$ cat config.mk
export PLATFORM = sky130hd
export DESIGN_NAME = coprime_pair_index_filter_top
export DESIGN_NICKNAME = d
export VERILOG_FILES = /design/src/hw/rtl/cpif_pkg.sv /design/src/hw/rtl/cpif_ctrl.sv /design/src/hw/rtl/cpif_datapath.sv /design/src/hw/rtl/coprime_pair_index_filter_top.sv
export SDC_FILE = /design/constraint.sdc
export NUM_CORES = 1
export LEC_CHECK = 0
export BUFFER_PORTS_ARGS = -buffer_cell sky130_fd_sc_hd__buf_2
export CAP_MARGIN = 20
export CORE_MARGIN = 2
export CORE_UTILIZATION = 62
export CTS_BUF_LIST = sky130_fd_sc_hd__clkbuf_2
export DETAILED_ROUTE_END_ITERATION = 10
export PLACE_DENSITY = 0.95
export RECOVER_POWER = 50
export REMOVE_ABC_BUFFERS = 1
export SYNTH_ARGS = -nofsm -noshare
export SYNTH_HDL_FRONTEND = slang
export SYNTH_HIERARCHICAL = 1
export SYNTH_SLANG_ARGS = --single-unit
$ cat constraint.sdc
create_clock -name clk -period 4.6 [get_ports clk]
set_clock_uncertainty 0.15 [all_clocks]
set_input_delay 0.46 -clock clk [delete_from_list [all_inputs] [get_ports clk]]
set_output_delay 0.46 -clock clk [all_outputs]
set_load 0.02 [all_outputs]
$ cat src/hw/rtl/cpif_pkg.sv
// Package for the coprime pair index filter: widths, stream packing constants
// and the command and status structs between controller and datapath.
// Depends on nothing; every other file of the block imports it.
`default_nettype none

package cpif_pkg;

  // Operand and index widths of the block.
  localparam int VALUE_BITS     = 31;
  localparam int INDEX_BITS     = 16;
  localparam int OUT_INDEX_BITS = 16;

  // Stream data widths, padded to whole bytes.
  localparam int S_DATA_BITS = ((2 * VALUE_BITS + 7) / 8) * 8;
  localparam int M_DATA_BITS = ((OUT_INDEX_BITS + 1 + 7) / 8) * 8;

  typedef logic [VALUE_BITS-1:0] value_t;
  typedef logic [INDEX_BITS-1:0] index_t;

  // Commands from the controller to the datapath.
  typedef struct packed {
    logic load_in;   // capture a new pair and its index
    logic step;      // one reduction step of the binary GCD
    logic load_out;  // copy the verdict into the output register
  } cpif_cmd_t;

  // Status from the datapath to the controller.
  typedef struct packed {
    logic done;      // the reduction has reached its verdict
  } cpif_status_t;

endpackage : cpif_pkg

`default_nettype wire

$ cat src/hw/rtl/cpif_ctrl.sv
// Controller of the coprime pair index filter: accepts one pair at a time,
// drives the reduction steps and owns the output valid flag.
// Depends on cpif_pkg for the command and status structs.
`default_nettype none

module cpif_ctrl
  import cpif_pkg::*;
(
  input  wire logic         clk,
  input  wire logic         rst,
  input  wire logic         s_tvalid,
  output logic              s_tready,
  output logic              m_tvalid,
  input  wire logic         m_tready,
  input  wire cpif_status_t status,
  output cpif_cmd_t         cmd
);

  typedef enum logic {
    ST_IDLE,
    ST_RUN
  } state_t;

  state_t state;
  logic   out_free;

  assign s_tready = (state == ST_IDLE);
  assign out_free = !m_tvalid || m_tready;

  always_comb begin
    cmd          = '0;
    cmd.load_in  = (state == ST_IDLE) && s_tvalid;
    cmd.step     = (state == ST_RUN) && !status.done;
    cmd.load_out = (state == ST_RUN) && status.done && out_free;
  end

  always_ff @(posedge clk) begin
    if (rst) begin
      state    <= ST_IDLE;
      m_tvalid <= 1'b0;
    end else begin
      unique case (state)
        ST_IDLE: begin
          if (s_tvalid) state <= ST_RUN;
        end
        ST_RUN: begin
          if (status.done && out_free) state <= ST_IDLE;
        end
        default: state <= ST_IDLE;
      endcase

      if (cmd.load_out) begin
        m_tvalid <= 1'b1;
      end else if (m_tready) begin
        m_tvalid <= 1'b0;
      end
    end
  end

endmodule : cpif_ctrl

`default_nettype wire

$ cat src/hw/rtl/cpif_datapath.sv
// Datapath of the coprime pair index filter: operand registers with a binary
// GCD reduction step, the element counter and the output register.
// Depends on cpif_pkg for widths and the command and status structs.
`default_nettype none

module cpif_datapath
  import cpif_pkg::*;
(
  input  wire logic                      clk,
  input  wire logic                      rst,
  input  wire cpif_cmd_t                 cmd,
  output cpif_status_t                   status,
  input  wire value_t                    in_a,
  input  wire value_t                    in_b,
  input  wire logic                      in_last,
  output logic [OUT_INDEX_BITS-1:0]      pair_index,
  output logic                           coprime,
  output logic                           last_out
);

  value_t op_a;
  value_t op_b;
  index_t cur_index;
  logic   cur_last;
  index_t element_counter;

  value_t          op_a_next;
  value_t          op_b_next;
  logic [VALUE_BITS:0] diff_ab;
  value_t          diff_ba;
  logic            a_zero;
  logic            b_zero;
  logic            verdict;

  assign a_zero = (op_a == '0);
  assign b_zero = (op_b == '0);

  // Once one operand is zero the other is the GCD. Both even means a factor
  // of two is shared, which can only happen on the loaded pair itself.
  assign status.done = a_zero || b_zero || (!op_a[0] && !op_b[0]);
  assign verdict     = (a_zero && (op_b == value_t'(1))) ||
                       (b_zero && (op_a == value_t'(1)));

  assign diff_ab = {1'b0, op_a} - {1'b0, op_b};
  assign diff_ba = op_b - op_a;

  // One step: strip a factor of two from an even operand, or replace the
  // larger odd operand by half the difference, which is always even.
  always_comb begin
    op_a_next = op_a;
    op_b_next = op_b;
    priority if (!op_a[0]) begin
      op_a_next = op_a >> 1;
    end else if (!op_b[0]) begin
      op_b_next = op_b >> 1;
    end else if (!diff_ab[VALUE_BITS]) begin
      op_a_next = diff_ab[VALUE_BITS:1];
    end else begin
      op_b_next = diff_ba >> 1;
    end
  end

  always_ff @(posedge clk) begin
    if (rst) begin
      element_counter <= '0;
    end else if (cmd.load_in) begin
      element_counter <= in_last ? '0 : element_counter + index_t'(1);
    end
  end

  always_ff @(posedge clk) begin
    if (cmd.load_in) begin
      op_a      <= in_a;
      op_b      <= in_b;
      cur_index <= element_counter;
      cur_last  <= in_last;
    end else if (cmd.step) begin
      op_a <= op_a_next;
      op_b <= op_b_next;
    end

    if (cmd.load_out) begin
      pair_index <= OUT_INDEX_BITS'(cur_index);
      coprime    <= verdict;
      last_out   <= cur_last;
    end
  end

endmodule : cpif_datapath

`default_nettype wire

$ cat src/hw/rtl/coprime_pair_index_filter_top.sv
// Top level of the coprime pair index filter: stream ports, the controller
// and the datapath. Depends on cpif_pkg, cpif_ctrl and cpif_datapath.
//
// Use: pairs of values arrive on the slave stream (s_*). Each transaction
// carries value_a and value_b in s_tdata and the last-of-frame mark in
// s_tlast. For every pair exactly one result transaction leaves on the
// master stream (m_*): the pair's index within its frame and a flag that is
// set when the greatest common divisor of the pair is one; m_tlast copies the
// input mark. The index starts again at zero after a pair marked last and
// wraps at its width otherwise.
// Timing: one pair is worked on at a time. The block uses the binary form of
// Euclid's algorithm in an iterative unit, one reduction step per cycle; a
// pair needs k steps, 0 <= k <= 2*VALUE_BITS-1 (61), set by the bit lengths
// of its operands. The result register is loaded once the steps are done
// and the output register is free; m_tvalid rises and s_tready returns in
// that same cycle, so the next pair is taken only after the previous
// result has been loaded.
// The output register lets the next pair be accepted and reduced while a
// result still waits; if the receiver stalls, the finished verdict waits in
// the unit and no further pair is taken until the output register frees.
// Reset (rst, synchronous, active high) empties both streams, returns the
// controller to idle and clears the element counter.
`default_nettype none

module coprime_pair_index_filter_top
  import cpif_pkg::*;
(
  input  wire logic                   clk,
  input  wire logic                   rst,
  input  wire logic                   s_tvalid,
  output logic                        s_tready,
  // s_tdata, from bit 0: value_a [30:0], value_b [61:31], zero padding.
  input  wire logic [S_DATA_BITS-1:0] s_tdata,
  input  wire logic                   s_tlast,
  output logic                        m_tvalid,
  input  wire logic                   m_tready,
  // m_tdata, from bit 0: pair_index [15:0], coprime [16], zero padding.
  output logic [M_DATA_BITS-1:0]      m_tdata,
  output logic                        m_tlast
);

  cpif_cmd_t                 cmd;
  cpif_status_t              status;
  logic [OUT_INDEX_BITS-1:0] pair_index;
  logic                      coprime;

  cpif_ctrl u_ctrl (
    .clk      (clk),
    .rst      (rst),
    .s_tvalid (s_tvalid),
    .s_tready (s_tready),
    .m_tvalid (m_tvalid),
    .m_tready (m_tready),
    .status   (status),
    .cmd      (cmd)
  );

  cpif_datapath u_datapath (
    .clk        (clk),
    .rst        (rst),
    .cmd        (cmd),
    .status     (status),
    .in_a       (s_tdata[VALUE_BITS-1:0]),
    .in_b       (s_tdata[2*VALUE_BITS-1:VALUE_BITS]),
    .in_last    (s_tlast),
    .pair_index (pair_index),
    .coprime    (coprime),
    .last_out   (m_tlast)
  );

  assign m_tdata = M_DATA_BITS'({coprime, pair_index});

  // Only one pair is in the unit: after a transaction the input is closed.
  a_one_in_flight : assert property (@(posedge clk) disable iff (rst)
    (s_tvalid && s_tready) |=> !s_tready)
    else $error("input accepted while a pair is still being reduced");

  // A verdict is written only once the reduction has finished.
  a_load_when_done : assert property (@(posedge clk) disable iff (rst)
    cmd.load_out |-> status.done)
    else $error("result loaded before the reduction finished");

  // A waiting result is never overwritten.
  a_no_overwrite : assert property (@(posedge clk) disable iff (rst)
    cmd.load_out |-> (!m_tvalid || m_tready))
    else $error("result register overwritten while still waiting");

  // Reduction steps and a new load never coincide.
  a_step_exclusive : assert property (@(posedge clk) disable iff (rst)
    cmd.step |-> !cmd.load_in && !cmd.load_out)
    else $error("reduction step overlaps a load");

endmodule : coprime_pair_index_filter_top

`default_nettype wire

* Yosys cells after proc, flatten, opt, wreduce, memory -nomap -nowiden *
Index checks and enable logic that the tools add are counted.

operators by class
  add/sub/neg operators = 3
  $mul = 0
  divide/modulo/power cells = 0
  order comparisons = 0
  equal/unequal tests = 5
  shifts and indexed selects = 0
  multiplexer cells = 16
  bitwise operators = 1
  reductions and logical operators = 24

operator list
  cell                                                                     number
  31-bit 2-to-1 mux                                                        10
  31-bit by 1-bit equality test with 1-bit output (second input constant)  2
  31-bit logical NOT                                                       2
  31-bit by 31-bit subtractor with 32-bit output                           1
  31-bit subtractor                                                        1
  16-bit by 1-bit adder with 16-bit output (second input constant)         1
  16-bit 2-to-1 mux                                                        1
  3-bit inequality test (second input constant)                            3
  1-bit logical AND                                                        8
  3-bit AND reduction                                                      2
  2-bit nonzero test                                                       3
  1-bit logical NOT                                                        4
  1-bit logical OR                                                         4
  1-bit 2-to-1 mux                                                         4
  1-bit case mux with 2 select lines                                       1
  2-bit AND reduction                                                      1
  1-bit NOT                                                                1

storage, ports and cells
  bits in registers = 115
  bits in latches = 0
  memory bits (writable) = 0
  memory bits (read-only) = 0
  input bits = 69
  memories = 0

* Longest topological paths before layout *
Gate-level depths: netlist (run 1).

  depth after elaboration = 7
  mapped depth = 14
  mapped depth without buffers = 11

* By module *
The synthesis (run 1) kept the hierarchy.

by module, submodules not included
  module                         instances  cells an instance  area each (µm²)  seq. area each (µm²)
  cpif_datapath                  1          924                8371.8           3233.1
  cpif_ctrl                      1          11                 97.6             40.0
  coprime_pair_index_filter_top  1          9                  63.8             0.0

* Worst setup path before layout (run 1) *
OpenSTA, ideal clock, no wires.

  path type = flip-flop to flip-flop
  from = register u_datapath.op_b[8]
  to = register u_datapath.op_a[10], enable pin
  library setup time = 386 ps
  data arrival time = 2812 ps
  data required time = 4064 ps
  setup slack = 1252 ps
  stages on the path, launching flop included = 11
  path buffers = 1
  period minus slack after synthesis = 3348 ps
  path through = edfxtp_1 ha_1 buf_4 nand2_1 nor3_2 a21oi_1 o211a_1 a211o_1 and2_1 o21ai_0 a21o_1

on the way
  cells in the longest elaborated chain, start to end = 7
  elaborated cells on any way between the ends = 9
  classes of those cells = 1 x add/sub; 1 x eq/ne; 7 x reduce/logical

ends and longest elaborated chain
  item                                                                                    line                 text
  start, declared                                                                         cpif_datapath.sv:22  value_t op_b;
  start signal, assigned                                                                  cpif_datapath.sv:74  op_b <= in_b;
  start signal, assigned                                                                  cpif_datapath.sv:79  op_b <= op_b_next;
  branches (longest 6 deep; another with 31-bit by 31-bit subtractor with 32-bit output)  --
  3-bit AND reduction (no line) (*)                                                       --
  end signal, assigned                                                                    cpif_datapath.sv:73  op_a <= in_a;
  end signal, assigned                                                                    cpif_datapath.sv:78  op_a <= op_a_next;
  end, declared                                                                           cpif_datapath.sv:21  value_t op_a;

Mark *: on every way between the ends.
A chain may end at the register's enable or synchronous reset.

* Worst setup path after layout (run 1) *
  from = register u_datapath.op_a[2]
  to = register u_datapath.op_a[29], data pin

on the way
  cells in the longest elaborated chain, start to end = 6

ends and longest elaborated chain
  item                                            line                 text
  31-bit by 31-bit subtractor with 32-bit output  cpif_datapath.sv:44  assign diff_ab = {1'b0, op_a} - {1'b0, op_b};
  31-bit 2-to-1 mux                               cpif_datapath.sv:56  end else if (!diff_ab[VALUE_BITS]) begin
  31-bit 2-to-1 mux                               cpif_datapath.sv:54  end else if (!op_b[0]) begin
  31-bit 2-to-1 mux                               cpif_datapath.sv:52  priority if (!op_a[0]) begin
  31-bit 2-to-1 mux                               cpif_datapath.sv:77  end else if (cmd.step) begin
  31-bit 2-to-1 mux                               cpif_datapath.sv:72  if (cmd.load_in) begin

Every way passes these cells. The select of a mux whose other input is x is not followed.

==> results of run 1 <==
cell type report:
cell class	count	share of cell area
Antenna cell	1	0.000254
Clock buffer	20	0.0102
Clock inverter	12	0.0144
Inverter	89	0.0339
Multi-Input combinational cell	683	0.470
Sequential cell	115	0.333
Tap cell	176	0.0224
Timing Repair Buffer	163	0.116
stage by stage:
stage	area [µm²]	hold slack [ns]	setup WS, ns	std cells
floorplan	8240	0.250	0.919	887
global placement	8960	0.252	0.966	1159
detailed placement	8960	0.255	0.915	1159
CTS	9880	0.273	0.865	1258
global route	9840	0.287	0.391	1259
finish	9840	0.271	0.648	1259
kinds of logic (layout without fill, tap and decap cells):
logic type	Yosys count	count (layout)	synth area share
AOI/OAI and AO/OA	303	303	0.227
xor gates and xnor gates	63	63	0.0647
adders and majority gates	62	62	0.0927
buffers and inverters	152	284	0.0764
DFF	115	115	0.384
muxes	16	16	0.0208
other	1	8	0.000439
and+or+nand+nor	232	232	0.134
worst paths after layout:
check / from / end
max: u_datapath/op_a[2] / u_datapath/op_a[29]
min: u_datapath/cur_index[4] / u_datapath/pair_index[4]
max reg2reg: u_datapath/op_a[2] / u_datapath/op_a[29]
min reg2reg: u_datapath/cur_index[4] / u_datapath/pair_index[4]
repair_timing:
action                                  in CTS  in global routing
hold buffers                                67                  0
resized for setup                            0                  0
hold endpoints to repair                    65                  0
endpoints found under the setup margin       0                  0
worst reg2reg max path: stages (launching register included):
cell,delay [ns]
edfxtp_1,0.47
inv_1,0.10
ha_1,0.43
nand2_1,0.15
o21ai_2,0.25
a21oi_1,0.18
o211a_1,0.36
a211o_1,0.38
a21oi_4,0.19
buf_4,0.22
and2_1,0.45
a41oi_1,0.22
o21ai_1,0.22
registers in the layout (all words and copies together) (netlist names):
register,cells
u_datapath/element_counter,16
u_datapath/op_a,31
u_datapath/cur_last,1
u_datapath/pair_index,16
u_datapath/coprime,1
u_ctrl/m_tvalid,1
u_ctrl/state,1
u_datapath/cur_index,16
u_datapath/op_b,31
u_datapath/last_out,1
per-layer routing:
| layer | track usage | up-vias | part of all wire |
|---|---|---|---|
| met5 | 0 | - | 0 |
| met4 | 0.178 | 0 | 0.042 |
| met3 | 0.0808 | 97 | 0.096 |
| met2 | 0.611 | 534 | 0.47 |
| met1 | 0.456 | 3781 | 0.39 |
| li1 | - | 3664 | - |
where the power goes:
part	internal (mW)	total, mW	switching [mW]	leakage [nW]
clock network	0.303	0.731	0.429	0.147
registers	1.37	1.57	0.193	1.09
logic	1.18	3.08	1.89	2.85
total	2.86	5.38	2.52	4.09
cell usage after synthesis (13+ instances only):
library cell,number
xor2_1,26
nand3_1,13
nor3_1,22
nor2_1,55
nand2_1,65
xnor2_1,37
a21oi_1,101
a21o_1,26
o21ai_0,60
inv_1,88
edfxtp_1,97
dfxtp_1,18
buf_2,16
clkbuf_1,26
a221oi_1,17
mux2_2,14
ha_1,60
nand4_1,15
nor4_1,16
==> metrics, run 1 <==
Core Region=0.0133 mm²; drt wl/cell=21.0 µm; # Post-CTS Setup Buffers=0; maximum vdd drop=0.325 mV; initial antenna violation count=1; IO Port Bufs=86; Layout area overhead=15.3%; H-tree levels=4; Slew Limit Fails=57; Antenna Nets Post-Route=0; Synth Area per Inst=9.04 µm²; violated checks=capacitance limit, slew limit; kind of critical path=register to register; largest net degree at the start of global routing=63; DR vias=8,076; Post-synth top flop=edfxtp_1; top post-synthesis cells by area=edfxtp_1 34%, ha_1 8.8%, a21oi_1 5.9%; Final nets=1,200; area leader, netlist=edfxtp_1; CP top delay family=compound AO/OA/AOI/OAI gates; register bit total from synthesis=115; Num CTS Buffers=17; Die Height=121 µm; HP Class=register to register; DRT Pass-1 Iters=7; share of cells above drive strength 1=0.122; Max Cap Viol=1; # rows=42; Global Route Usage Sum=0.369; Slew @ Worst Pin=2.29 ns; final setup fails=0; fmax=253 MHz; Starting DRT DRC Count=996; PwrDens=546 mW/mm²; crit-path max cell delay=0.47 ns; Post-synth EDFFs=97; multi-input logic area=0.00463 mm²; CP max-delay cell=edfxtp_1; Yosys top cell area share=0.341; Reg2Reg Setup Slack=0.65 ns; Vias/cell=6.41; worst-skew pair later-pin latency=0.77 ns; first-pass GRT wire length=41.4 mm; post-synth cell types=69; I/O pin cnt=96; Storage cell area=0.00327 mm²; clock buffer depth=2; Tmin final=3.95 ns; Worst-path clk slew=0.18 ns; Synth Instances=944; Async SR Flop Fraction=0; Final period util=0.859; endpoint class of the critical path=register; drt drc=0; post-route core utilization=0.737; post-synthesis sequential area ratio=0.384; vias in the first global route=7,995; crit path buf inv count=2; Max-slew headroom=-0.525; TritonCTS clock tree=yes; critical-path cell list=inv_1 -> ha_1 -> nand2_1 -> o21ai_2 -> a21oi_1 -> o211a_1 -> a211o_1 -> a21oi_4 -> buf_4 -> and2_1 -> a41oi_1 -> o21ai_1; Ys Warns=6; post-route setup TNS=0 ns; Worst R2R Path Depth=12; CTS root buf=clkbuf_2; commonest non-fill, non-tap cell in the layout=a21oi_1; CP Max Fanout=9; grt ovf=0; worst endpoint required time=5.02 ns; die width=121 µm; most frequent cells in the layout=101 x a21oi_1, 97 x edfxtp_1, 88 x inv_1; RD Place Congestion=1.02; clk sinks=115; Pleak=4.09 nW; final WL=26.4 mm; full die area=0.0147 mm²; Hold Path Depth=0; Setup crit start kind=register; Initial Utilization=0.639; Mapped Area=0.00853 mm²; filler instances=998; critical path arrival=4.37 ns; cell depth of the worst setup path=12; RSZ-0062 raised after global routing=false; Final Hold Vio Count=0; final total power=5.38 mW; Detail Placement HPWL=17.7 mm; outcome=finished with violations
(Power assumes the default switching activity.)
==> run 2: changes to the inputs <==
--- a/config.mk
+++ b/config.mk
@@ -11,7 +11,7 @@
 export CORE_UTILIZATION = 62
 export CTS_BUF_LIST = sky130_fd_sc_hd__clkbuf_2
 export DETAILED_ROUTE_END_ITERATION = 10
-export PLACE_DENSITY = 0.95
+export PLACE_DENSITY = 0.84
 export RECOVER_POWER = 50
 export REMOVE_ABC_BUFFERS = 1
 export SYNTH_ARGS = -nofsm -noshare
==> metrics, run 2 (same netlist as run 1, synthesis figures left out) <==
post-route setup TNS=0 ns (unchanged); clock buffer depth=2 (unchanged); share of cells above drive strength 1=0.122 (+0.000226); Storage cell area=0.00327 mm² (unchanged); Slew @ Worst Pin=1.04 ns (-1.25 ns); die width=121 µm (unchanged); HP Class=input port to register; Final period util=0.859 (about the same); final setup fails=0 (unchanged); Largest regs=u_datapath/op_a (31), u_datapath/op_b (31); Initial Utilization=0.639 (unchanged); Core Region=0.0133 mm² (unchanged); Placed Area=0.00896 mm² (about the same); Tmin final=3.95 ns (+0.000669 ns); full die area=0.0147 mm² (unchanged); RSZ-0062 raised after global routing=false; crit path buf inv count=0 (-2); Die Height=121 µm (unchanged); drt wl/cell=19.4 µm (-7.8%); Antenna Nets Post-Route=0 (unchanged); final total power=5.19 mW (-3.5%); outcome=finished, final reports clean; Final Hold Vio Count=0 (unchanged); IO Port Bufs=86 (unchanged); CP Max Fanout=14 (+5); crit-path max cell delay=0.51 ns (+0.04 ns); grt ovf=0 (unchanged); clk sinks=115 (unchanged); I/O pin cnt=96 (unchanged); critical path arrival=4.41 ns (+0.04 ns); Vias/cell=6.21 (-3.3%); maximum vdd drop=0.317 mV (-2.4%); post-cts resize count=0 (unchanged); Reg2Reg Setup Slack=0.65 ns (about the same); Pleak=4.07 nW (-0.40%); Layout area overhead=15.0%; TritonCTS clock tree=yes; Detail Placement HPWL=16.7 mm (-5.7%); multi-input logic area=0.00463 mm² (about the same); DRT Pass-1 Iters=6 (-1); final WL=24.3 mm (-8.0%); most frequent cells in the layout=101 x a21oi_1, 97 x edfxtp_1, 88 x inv_1; filler instances=987 (-1.1%); Num CTS Buffers=17 (unchanged); H-tree levels=4 (unchanged); Worst-path clk slew=0.21 ns (+0.03 ns); drt drc=0 (unchanged); Starting DRT DRC Count=755 (-24%); Max Cap Viol=0 (-1); initial antenna violation count=0 (-1); # Post-CTS Setup Buffers=0 (unchanged); critical-path cell list=ha_1 -> nand2_1 -> nor3_2 -> a21oi_1 -> o211a_1 -> a211o_1 -> a21oi_4 -> nand2_2 -> nor2_1 -> a221o_1; PwrDens=529 mW/mm² (-3.2%); post-route core utilization=0.735 (-0.00216); Final nets=1,198 (-0.17%); vias in the first global route=7,579 (-5.2%); CP max-delay cell=ha_1; worst-skew pair later-pin latency=0.74 ns (-0.03 ns); first-pass GRT wire length=37.8 mm (-8.5%); fmax=253 MHz (about the same); Setup crit start kind=register; Max-slew headroom=0.307 (+0.832); endpoint class of the critical path=register; largest net degree at the start of global routing=74 (+17%); commonest non-fill, non-tap cell in the layout=a21oi_1; kind of critical path=register to register; CTS root buf=clkbuf_2; Post-Layout Inst Area=0.00981 mm² (-0.29%); RD Place Congestion=1.02 (+0.41%); DR vias=7,794 (-3.5%); # rows=42 (unchanged); CP top delay family=compound AO/OA/AOI/OAI gates; post-cts hold buffer count=67 (unchanged); ant diodes=0 (-1); Global Route Usage Sum=0.335 (-0.0332); Slew Limit Fails=0 (-100%); worst endpoint required time=5.05 ns (+0.03 ns)
[run 2: area by class of cell]
type / count / share of cell area
tap: 176 / 0.0224
clock inverter: 15 / 0.0126
sequential: 115 / 0.334
inverter: 89 / 0.0340
clock buffer: 17 / 0.00867
multi-input combinational: 683 / 0.472
timing repair buffer: 161 / 0.117
[run 2: final timing paths]
check                               start                       end  depth (start not counted)
hold reg to reg   u_datapath/cur_index[9]  u_datapath/pair_index[9]                          0
setup / recovery       u_datapath/op_b[8]       u_datapath/op_a[28]                         10
setup reg to reg       u_datapath/op_b[8]       u_datapath/op_a[28]                         10
hold / removal                   m_tready       u_datapath/last_out                          3
[run 2: through the flow]
step / hold WS (ns) / cells / worst slack, ns
4_1_cts: 0.0583 / 1256 / 0.740
3_3_place_gp: 0.250 / 1157 / 0.814
5_1_grt: 0.0677 / 1256 / 0.477
6_report: 0.111 / 1256 / 0.648
3_5_place_dp: 0.255 / 1157 / 0.788
2_1_floorplan: 0.250 / 887 / 0.919
[run 2: layer usage]
layer	vias to the layer above	global-route usage	wire length (µm)
li1	3666	-	-
met1	3641	0.424	9920
met2	408	0.546	11300
met3	79	0.0799	2070
met4	0	0.152	1060
met5	-	0	0
[run 2: where the power goes]
part / switching [mW] / leakage, nW / internal [mW]
Combinational: 1.82 / 2.85 / 1.18
Clock: 0.461 / 0.132 / 0.157
Sequential: 0.194 / 1.09 / 1.37
[run 2: tightest hold or removal path: stages]
cell and delay, ns:
buf_2 0.08, nand2b_4 0.12, nor2b_1 0.19
